### src/hw/rtl/rtsrc_pkg.sv
package rtsrc_pkg;

	localparam int unsigned TICK_W = 20;
	localparam int unsigned ADDR_W = 24;
	localparam int unsigned CODE_W = 16;
	localparam int unsigned FRAME_BITS = 56;
	localparam int unsigned BIT_IDX_W = 6;
	localparam int unsigned CFG_IDX_W = 3;

	localparam logic [CODE_W-1:0] MIN_ROLLING_CODE = 16'd1;
	localparam logic [7:0] FRAME_KEY = 8'hA0;
	localparam logic [3:0] NIBBLE_MASK = 4'hF;

	localparam logic [2:0] HW_SYNC_FIRST = 3'd2;
	localparam logic [2:0] HW_SYNC_LATER = 3'd7;

	typedef enum logic [1:0] {
		OP_TICK = 2'd0,
		OP_SEND = 2'd1,
		OP_RESTORE = 2'd2,
		OP_NOP = 2'd3
	} op_t;

	typedef enum logic [CFG_IDX_W-1:0] {
		REG_REMOTE_ADDRESS = 3'd0,
		REG_WAKEUP_TICKS = 3'd1,
		REG_SILENCE_TICKS = 3'd2,
		REG_HW_SYNC_TICKS = 3'd3,
		REG_SW_SYNC_TICKS = 3'd4,
		REG_HALF_BIT_TICKS = 3'd5,
		REG_GAP_TICKS = 3'd6,
		REG_UNUSED = 3'd7
	} reg_idx_t;

	localparam logic [TICK_W-1:0] WAKEUP_RESET = 20'd9415;
	localparam logic [TICK_W-1:0] SILENCE_RESET = 20'd89565;
	localparam logic [TICK_W-1:0] HW_SYNC_RESET = 20'd2416;
	localparam logic [TICK_W-1:0] SW_SYNC_RESET = 20'd4550;
	localparam logic [TICK_W-1:0] HALF_BIT_RESET = 20'd604;
	localparam logic [TICK_W-1:0] GAP_RESET = 20'd30415;

	typedef enum logic [8:0] {
		PH_IDLE = 9'b000000001,
		PH_WAKE = 9'b000000010,
		PH_SILENCE = 9'b000000100,
		PH_HW_HIGH = 9'b000001000,
		PH_HW_LOW = 9'b000010000,
		PH_SW_SYNC = 9'b000100000,
		PH_POST_SYNC = 9'b001000000,
		PH_DATA = 9'b010000000,
		PH_GAP = 9'b100000000
	} phase_t;

	function automatic logic [TICK_W-1:0] seg_len(input logic [TICK_W-1:0] v);
		seg_len = (v == '0) ? TICK_W'(1) : v;
	endfunction

	function automatic logic [FRAME_BITS-1:0] build_frame(
		input logic [3:0] btn,
		input logic [CODE_W-1:0] code,
		input logic [ADDR_W-1:0] addr
	);
		logic [7:0] b [7];
		logic [3:0] ck;
		b[0] = FRAME_KEY;
		ck = FRAME_KEY[7:4] ^ FRAME_KEY[3:0] ^ btn
			^ code[15:12] ^ code[11:8] ^ code[7:4] ^ code[3:0]
			^ addr[23:20] ^ addr[19:16] ^ addr[15:12] ^ addr[11:8]
			^ addr[7:4] ^ addr[3:0];
		b[1] = {btn, ck & NIBBLE_MASK};
		b[2] = code[15:8];
		b[3] = code[7:0];
		b[4] = addr[23:16];
		b[5] = addr[15:8];
		b[6] = addr[7:0];
		for (int i = 1; i < 7; i++) begin
			b[i] = b[i] ^ b[i-1];
		end
		build_frame = {b[0], b[1], b[2], b[3], b[4], b[5], b[6]};
	endfunction

endpackage

### src/hw/rtl/rts_rolling_code_frame_transmitter.sv
// an accepted item's result is registered; the output register frees as it is taken
// throughput: one item per cycle, stalled while a full output register waits for out_ready
// a busy tick steps the waveform counters by one; an idle send builds the frame in one pass
// reset (arst_n low, asynchronous): idle, rolling code 0, timing registers to defaults,
// address 0, output register empty; frame bytes are undefined until the first send
module rts_rolling_code_frame_transmitter (
	input  logic                                   clk,
	input  logic                                   arst_n,
	input  logic                                   in_valid,
	output logic                                   in_ready,
	input  logic [1:0]                             op,
	input  logic [3:0]                             button,
	input  logic [7:0]                             repeat_count,
	input  logic [rtsrc_pkg::CODE_W-1:0]           stored_code,
	output logic                                   out_valid,
	input  logic                                   out_ready,
	output logic                                   pin_level,
	output logic                                   busy_res,
	output logic                                   accepted,
	output logic [rtsrc_pkg::CODE_W-1:0]           code_value,
	output logic                                   save_code,
	input  logic                                   cfg_valid,
	output logic                                   cfg_ready,
	input  logic [rtsrc_pkg::CFG_IDX_W-1:0]        cfg_index,
	input  logic [rtsrc_pkg::ADDR_W-1:0]           cfg_data
);
	import rtsrc_pkg::*;

	logic [ADDR_W-1:0] addr_q;
	logic [TICK_W-1:0] wakeup_q, silence_q, hw_sync_q, sw_sync_q, half_bit_q, gap_q;

	phase_t phase_q, phase_d;
	logic [TICK_W-1:0] seg_q, seg_d, seg_dec;
	logic [8:0] frames_q, frames_d;
	logic [2:0] sync_q, sync_d, sync_dec;
	logic [BIT_IDX_W-1:0] bit_q, bit_d, bit_inc;
	logic half_q, half_d;
	logic [CODE_W-1:0] roll_q, roll_d;
	logic [FRAME_BITS-1:0] frame_q, frame_d;
	logic frame_we;

	logic busy, data_bit, level_now, acc, save, pin;
	logic take;

	logic out_valid_q;
	logic pin_q, busy_q, acc_q, save_q;
	logic [CODE_W-1:0] roll_out_q;

	assign cfg_ready = 1'b1;
	assign in_ready = !out_valid_q || out_ready;
	assign take = in_valid && in_ready;

	assign busy = (phase_q != PH_IDLE);
	assign data_bit = (bit_q < BIT_IDX_W'(FRAME_BITS))
		? frame_q[BIT_IDX_W'(FRAME_BITS - 1) - bit_q] : 1'b0;

	always_comb begin
		case (phase_q)
			PH_WAKE, PH_HW_HIGH, PH_SW_SYNC: level_now = 1'b1;
			PH_DATA: level_now = half_q ? data_bit : !data_bit;
			default: level_now = 1'b0;
		endcase
	end

	assign seg_dec = seg_q - TICK_W'(1);
	assign sync_dec = sync_q - 3'd1;
	assign bit_inc = bit_q + BIT_IDX_W'(1);

	always_comb begin
		phase_d = phase_q;
		seg_d = seg_q;
		frames_d = frames_q;
		sync_d = sync_q;
		bit_d = bit_q;
		half_d = half_q;
		roll_d = roll_q;
		frame_d = frame_q;
		frame_we = 1'b0;
		acc = 1'b0;
		save = 1'b0;
		pin = level_now;
		case (op_t'(op))
			OP_TICK: begin
				if (busy) begin
					seg_d = seg_dec;
					if (seg_dec == '0) begin
						case (phase_q)
							PH_WAKE: begin
								phase_d = PH_SILENCE;
								seg_d = seg_len(silence_q);
							end
							PH_SILENCE: begin
								sync_d = HW_SYNC_FIRST;
								phase_d = PH_HW_HIGH;
								seg_d = seg_len(hw_sync_q);
							end
							PH_HW_HIGH: begin
								phase_d = PH_HW_LOW;
								seg_d = seg_len(hw_sync_q);
							end
							PH_HW_LOW: begin
								sync_d = sync_dec;
								if (sync_dec != '0) begin
									phase_d = PH_HW_HIGH;
									seg_d = seg_len(hw_sync_q);
								end else begin
									phase_d = PH_SW_SYNC;
									seg_d = seg_len(sw_sync_q);
								end
							end
							PH_SW_SYNC: begin
								phase_d = PH_POST_SYNC;
								seg_d = seg_len(half_bit_q);
							end
							PH_POST_SYNC: begin
								bit_d = '0;
								half_d = 1'b0;
								phase_d = PH_DATA;
								seg_d = seg_len(half_bit_q);
							end
							PH_DATA: begin
								if (!half_q) begin
									half_d = 1'b1;
									seg_d = seg_len(half_bit_q);
								end else begin
									half_d = 1'b0;
									bit_d = bit_inc;
									if (bit_inc >= BIT_IDX_W'(FRAME_BITS)) begin
										phase_d = PH_GAP;
										seg_d = seg_len(gap_q);
									end else begin
										seg_d = seg_len(half_bit_q);
									end
								end
							end
							PH_GAP: begin
								if (frames_q != '0) begin
									frames_d = frames_q - 9'd1;
									sync_d = HW_SYNC_LATER;
									phase_d = PH_HW_HIGH;
									seg_d = seg_len(hw_sync_q);
								end else begin
									phase_d = PH_IDLE;
									seg_d = '0;
								end
							end
							default: begin
								phase_d = PH_IDLE;
								seg_d = '0;
							end
						endcase
					end
				end
			end
			OP_SEND: begin
				if (!busy) begin
					frame_d = build_frame(button, roll_q, addr_q);
					frame_we = 1'b1;
					roll_d = roll_q + CODE_W'(1);
					frames_d = {1'b0, repeat_count};
					sync_d = '0;
					bit_d = '0;
					half_d = 1'b0;
					phase_d = PH_WAKE;
					seg_d = seg_len(wakeup_q);
					acc = 1'b1;
					save = 1'b1;
					pin = 1'b1;
				end
			end
			OP_RESTORE: begin
				if (!busy) begin
					if (stored_code < MIN_ROLLING_CODE) begin
						roll_d = MIN_ROLLING_CODE;
						save = 1'b1;
					end else begin
						roll_d = stored_code;
					end
					acc = 1'b1;
				end
			end
			default: begin
			end
		endcase
	end

	always_ff @(posedge clk or negedge arst_n) begin
		if (!arst_n) begin
			addr_q <= '0;
			wakeup_q <= WAKEUP_RESET;
			silence_q <= SILENCE_RESET;
			hw_sync_q <= HW_SYNC_RESET;
			sw_sync_q <= SW_SYNC_RESET;
			half_bit_q <= HALF_BIT_RESET;
			gap_q <= GAP_RESET;
		end else if (cfg_valid && cfg_ready) begin
			case (reg_idx_t'(cfg_index))
				REG_REMOTE_ADDRESS: addr_q <= cfg_data;
				REG_WAKEUP_TICKS: wakeup_q <= cfg_data[TICK_W-1:0];
				REG_SILENCE_TICKS: silence_q <= cfg_data[TICK_W-1:0];
				REG_HW_SYNC_TICKS: hw_sync_q <= cfg_data[TICK_W-1:0];
				REG_SW_SYNC_TICKS: sw_sync_q <= cfg_data[TICK_W-1:0];
				REG_HALF_BIT_TICKS: half_bit_q <= cfg_data[TICK_W-1:0];
				REG_GAP_TICKS: gap_q <= cfg_data[TICK_W-1:0];
				default: begin
				end
			endcase
		end
	end

	always_ff @(posedge clk or negedge arst_n) begin
		if (!arst_n) begin
			phase_q <= PH_IDLE;
			seg_q <= '0;
			frames_q <= '0;
			sync_q <= '0;
			bit_q <= '0;
			half_q <= 1'b0;
			roll_q <= '0;
		end else if (take) begin
			phase_q <= phase_d;
			seg_q <= seg_d;
			frames_q <= frames_d;
			sync_q <= sync_d;
			bit_q <= bit_d;
			half_q <= half_d;
			roll_q <= roll_d;
		end
	end

	always_ff @(posedge clk) begin
		if (take && frame_we) begin
			frame_q <= frame_d;
		end
	end

	always_ff @(posedge clk or negedge arst_n) begin
		if (!arst_n) begin
			out_valid_q <= 1'b0;
		end else if (take) begin
			out_valid_q <= 1'b1;
		end else if (out_ready) begin
			out_valid_q <= 1'b0;
		end
	end

	always_ff @(posedge clk) begin
		if (take) begin
			pin_q <= pin;
			busy_q <= (phase_d != PH_IDLE);
			acc_q <= acc;
			save_q <= save;
			roll_out_q <= roll_d;
		end
	end

	assign out_valid = out_valid_q;
	assign pin_level = pin_q;
	assign busy_res = busy_q;
	assign accepted = acc_q;
	assign save_code = save_q;
	assign code_value = roll_out_q;

endmodule

### config.mk
export PLATFORM = sky130hd
export DESIGN_NAME = rts_rolling_code_frame_transmitter
export DESIGN_NICKNAME = d
export VERILOG_FILES = /design/src/hw/rtl/rtsrc_pkg.sv /design/src/hw/rtl/rts_rolling_code_frame_transmitter.sv
export SDC_FILE = /design/constraint.sdc
export NUM_CORES = 1
export LEC_CHECK = 0
export ABC_AREA = 1
export BUFFER_PORTS_ARGS = -buffer_cell sky130_fd_sc_hd__buf_2
export CORE_MARGIN = 3
export CORE_UTILIZATION = 35
export DETAILED_ROUTE_END_ITERATION = 7
export PLACE_DENSITY_LB_ADDON = 0.1
export REMOVE_ABC_BUFFERS = 1
export SETUP_SLACK_MARGIN = 0.02
export SLEW_MARGIN = 20
export SYNTH_ARGS = -nofsm -noshare
export SYNTH_HDL_FRONTEND = slang
export SYNTH_SLANG_ARGS = --single-unit
export TNS_END_PERCENT = 30
### constraint.sdc
create_clock -name clk -period 10.78 [get_ports clk]
set_input_delay 2.156 -clock clk [delete_from_list [all_inputs] [get_ports clk]]
set_output_delay 2.156 -clock clk [all_outputs]
set_load 0.005 [all_outputs]
## Yosys cells after proc, flatten, opt, wreduce, memory -nomap -nowiden

Index checks and enable logic that the tools add are counted.
Widths: inputs -> output; s select.

| storage, ports and cells | value |
|---|---|
| flip-flop bits (word level) | 277 |
| input port bits | 62 |
| logic and storage cells | 176 |

| operators by class | value |
|---|---|
| add/sub/neg operators | 6 |
| magnitude comparators | 4 |
| equal/unequal tests | 27 |
| muxes and demuxes | 66 |
| bitwise operators | 17 |
| reduce and logical (&&, ||, !) cells | 35 |

Operator list:

| operator | number |
|---|---|
| $mux 20 | 13 |
| $logic_not 20->1 | 7 |
| $pmux 20 s6 | 1 |
| $mux 9 | 10 |
| $pmux 9 s8 | 1 |
| $mux 16 | 3 |
| $pmux 20 s2 | 1 |
| $xor 4x4->4 | 10 |
| $xor 8x8->8 | 5 |
| $pmux 9 s2 | 2 |
| $pmux 16 s2 | 1 |
| $mux 6 | 5 |
| $pmux 6 s2 | 2 |
| $reduce_and 7->1 | 3 |
| $sub 20x1->20 const B | 1 |
| $ne 9x1->1 const B | 2 |
| $add 16x1->16 const B | 1 |
| $lt 16x1->1 const B | 1 |
| $mux 1 | 15 |
| $reduce_and 2->1 | 7 |
| $mux 3 | 4 |
| $ne 2x2->1 const B | 5 |
| $eq 3x3->1 const B | 3 |
| $eq 9x2->1 const B | 1 |
| other kinds (41) | 51 |

## Logic depth before layout (Yosys ltp)

| depth | value |
|---|---|
| word-level depth | 16 |
| depth in mapped cells | 20 |
| gate-level depth less buffers | 20 |

## Worst setup path after synthesis

Ideal clock, no wire load.

| timing path | value |
|---|---|
| path kind | input to register |
| start | input port op[1] |
| end | register frame_q[0], enable pin |
| arrival | 4.742 ns |
| required time | 10.326 ns |
| slack | 5.584 ns |
| stages | 6 |
| buffers on the path | 0 |
| cells stage by stage | inv_1 -> ha_1 -> inv_1 -> nor2_1 -> inv_1 -> nor2_1 |

| on the way | value |
|---|---|
| word-level cells in the longest chain between the ends | 4 |

RTL lines:

| item | line | RTL |
|---|---|---|
| from (decl) | rts_rolling_code_frame_transmitter.sv:11 | `input logic [1:0] op,` |
| $eq 2x1->1 * | rts_rolling_code_frame_transmitter.sv:82 | `case (op_t'(op))` |
| $mux 1 | rts_rolling_code_frame_transmitter.sv:82 |  |
| $logic_and 1x1->1 | rts_rolling_code_frame_transmitter.sv:232 | `if (take && frame_we) begin` |
| $reduce_and 3->1 (no source line) * | n/a |  |
| to (signal assigned) | rts_rolling_code_frame_transmitter.sv:233 | `frame_q <= frame_d;` |
| to (decl) | rts_rolling_code_frame_transmitter.sv:39 | `logic [FRAME_BITS-1:0] frame_q, frame_d;` |

Every way passes the cells marked *; elsewhere a longest branch is shown, timed or not.
A chain may end at the register's enable or synchronous reset.

## Worst setup path in the final report

| timing path | value |
|---|---|
| start | input port out_ready |
| end | output port in_ready |

| on the way | value |
|---|---|
| word-level cells in the longest chain between the ends | 1 |

RTL lines:

| item | line | RTL |
|---|---|---|
| from (decl) | rts_rolling_code_frame_transmitter.sv:16 | `input logic out_ready,` |
| $logic_or 1x1->1 | rts_rolling_code_frame_transmitter.sv:50 | `assign in_ready = !out_valid_q \|\| out_ready;` |
| to (decl) | rts_rolling_code_frame_transmitter.sv:10 | `output logic in_ready,` |

No other way between the ends.

==> impl_metrics.json <==
{
  "grt_pass1_vias": 12100,
  "outcome": "complete, no violations",
  "cts_root_buf": "clkbuf_16",
  "via_count": 12500,
  "static-leakage-power_nw": 7.51,
  "largest_net_degree_at_the_start_of_global_routing": 77,
  "num-nets-final": 1967,
  "max_slew_margin_pct": 27.0,
  "buffer_ports.inserted": 83,
  "hold_path_startpoint": "frames_q[8]$_DFFE_PN0P_",
  "pin_count": 85,
  "postPlaceCellArea_um2": 15500,
  "detail_route.iter0.violations": 776,
  "n_antenna_cell": 0,
  "post-route-drc-count": 0,
  "synthMuxAreaShare_pct": 0.154,
  "drtAntennaViolNets": 0,
  "power.density_cell_area_nw_per_um2": 222,
  "number_of_distinct_library_cell_variants_in_the_gate_level_netlist_after_synthesis": 43,
  "detail_route.wl_per_cell_um": 18.1,
  "hold_viol_final": 0,
  "max_freq_mhz": 215,
  "yosys_most_used_dff": "dfrtp_1",
  "synthXorXnorAreaFrac_pct": 4.08,
  "min_to": "frames_q[8]$_DFFE_PN0P_",
  "global_routing_s_busiest_layer": "met2",
  "number_of_antenna_violations_at_the_first_check_in_global_routing": 0,
  "synth_adder_area_share_pct": 1.11,
  "synth_area_um2": 14600,
  "register_to_register_path_depth": 18,
  "timing.critical_path.to_type": "output port",
  "instance_count_of_the_mapped_netlist": 1835,
  "period_share_pct": 43.1,
  "synthTopCellsByArea": "dfrtp_1 28%, edfxtp_1 14%, nand2_1 13%",
  "critical_path_required_ps": 8620,
  "ys_seq_elements": 277,
  "yosys_warnings": 0,
  "final_period_minus_worst_setup_slack_ps": 4640,
  "rows": 74,
  "min_path_cells": 2,
  "max-clock-path-buffers": 3,
  "globalRouteMet2Util_pct": 34.7,
  "drt_pre_antenna_iters": 5,
  "layout.cell_area.non_filler_um2": 16600,
  "worst-r2r-setup-slack_ps": 6700,
  "floorplan.die_area_um2": 44200,
  "route.detailed.vias_per_inst": 5.08,
  "path_class": "input pin to output port",
  "maximum_vdd_drop_v": 0.000126,
  "cts_inserted_buffers": 35,
  "async_reset_ff_share_pct": 75.5,
  "place.gp.congestion": 0.868,
  "max_capacitance_violation_count": 0,
  "synth-edff-count": 68,
  "worst_pin_slew_ps": 1090,
  "floorplan.core_area_um2": 41000,
  "timing.critical_path.from_type": "input pin",
  "worst_clock_skew_on_the_final_layout_ps": 18.0,
  "cts_repair_resize_count": 0,
  "routed_wirelength_um": 44400,
  "avg_inst_size_synth_um2": 7.96,
  "startpoint_of_the_worst_slack_reg_to_reg_timing_path": "seg_q[4]$_DFFE_PN0P_",
  "postCtsSetupRepairBufs": 0,
  "dp.final_hpwl_um": 31400,
  "worst-endpoint-arrival_ps": 2490,
  "die_width_um": 210,
  "worst_r2r_endpoint": "busy_res$_DFFE_PP_",
  "met1_usage_pct": 27.0,
  "share_of_yosys_cell_area_claimed_by_the_top_area_cell_type_pct": 27.7,
  "path_clk_slew_ps": 50,
  "synth-compound-area-share_pct": 14.0,
  "cts_sinks": 277,
  "clock_latency_late_sink_ps": 540,
  "postCtsHoldBufs": 0,
  "gr-total-overflow": 0,
  "groute.usage.overall_pct": 20.1,
  "cts_tree": "yes",
  "rsz0062_at_grt": "no",
  "chipHeight_um": 210,
  "htree_levels": 2,
  "holdCritPathClass": "flop to flop",
  "area_delta_synth_final_pct": 13.8,
  "final_layout_size_suffix_gt1_share_pct": 11.1,
  "first_pass_grt_wire_length_um": 69500,
  "globalRouteMet3Util_pct": 2.50,
  "setup-tns-final_ps": 0,
  "register_area_share_after_synthesis_pct": 50.2,
  "synth-simple-area-share_pct": 23.9,
  "critical_path_peak_fanout": 3,
  "final-setup-viol-count": 0,
  "dominant_combinational_cell_family_by_area_after_synthesis": "simple AND/OR/NAND/NOR gates",
  "synthDominantAreaCellType": "dfrtp_1",
  "timing_max_transition_violations_final": 0,
  "initial_core_util_pct": 35.6
}
## area by class of cell
| class | count | area, µm² |
|---|---|---|
| clock inverters | 10 | 97.6 |
| inverters | 173 | 649 |
| repair buffers | 97 | 531 |
| flip-flops and latches | 277 | 7330 |
| multi-input cells | 1308 | 6330 |
| fillers | 4184 | 24400 |
| clock buffers | 54 | 1030 |
| well taps | 532 | 666 |
## worst max-delay path by stage
stage,startpoint,endpoint,cells past startpoint
floorplan,op[1],frame_q[0]$_DFFE_PP_,6
global placement,out_ready,frames_q[2]$_DFFE_PN0P_,13
detailed placement,out_ready,frames_q[7]$_DFFE_PN0P_,13
CTS,out_ready,in_ready,4
global route,out_ready,frames_q[7]$_DFFE_PN0P_,13
finish,out_ready,in_ready,4
## cells in the final DEF (no fill, tap or decap), types with 17 or more instances in the layout
master | Yosys | final
dfrtp_1 | 162 | 162
a21oi_1 | 79 | 79
dfstp_2 | 47 | 47
buf_2 | 6 | 82
xnor2_1 | 18 | 18
nand4_1 | 19 | 19
o22ai_1 | 17 | 17
xor2_1 | 39 | 39
nand3_1 | 87 | 87
nand2_1 | 521 | 520
nor2_1 | 152 | 151
inv_1 | 172 | 171
o21ai_0 | 252 | 252
edfxtp_1 | 68 | 68
clkbuf_16 | 0 | 36
nor4_1 | 32 | 32
## cell usage after synthesis (18+ instances only)
library cell    n
a21oi_1        79
clkbuf_1       62
dfrtp_1       162
dfstp_2        47
edfxtp_1       68
inv_1         172
nand2_1       521
nand3_1        87
nand4_1        19
nor2_1        152
nor4_1         32
o21ai_0       252
xnor2_1        18
xor2_1         39
## critical path: stages
cell     delay, ps
buf_2           90
inv_1           40
nand2_1         70
buf_2          130
## kinds of logic (layout without fill, tap and decap cells)
group,Yosys count,count (layout)
XOR/XNOR,63,63
buffers and inverters,250,334
multiplexers,2,2
other,1,1
AO/OA/AOI/OAI,386,386
adder cells (fa/ha/maj),13,13
flip-flops,277,277
AND/OR/NAND/NOR,843,843
## metal layers
metal,routed length [µm],up-vias
met5,0,-
li1,-,6175
met3,1630,44
met2,21800,226
met4,689,0
met1,20300,6005
## power by group
| group | switching [W] | internal [W] |
|---|---|---|
| clock | 0.000461 | 0.000685 |
| combinational | 0.000652 | 0.000354 |
| sequential | 0.000197 | 0.00135 |
| total | 0.00131 | 0.00239 |
## through the flow
stage	util [%]	hold WS (ps)	setup slack, ps	instances	power [W]
detailed placement	37.8	474	5780	2387	0.00257
floorplan	-	453	4210	1758	0.00223
global route	40.6	506	5940	2451	0.00395
CTS	40.6	488	6140	2451	0.00374
global placement	37.8	467	5830	2387	0.00255
finish	40.6	486	6140	2451	0.00370
## state kept, by name, indices dropped and copies added (netlist names), 9 cells and up
register	count
code_value	16
wakeup_q	20
hw_sync_q	20
addr_q	24
frame_q	48
roll_q	16
seg_q	20
frames_q	9
gap_q	20
half_bit_q	20
phase_q	9
silence_q	20
sw_sync_q	20
No activity file was read; power rests on OpenSTA's default activity.
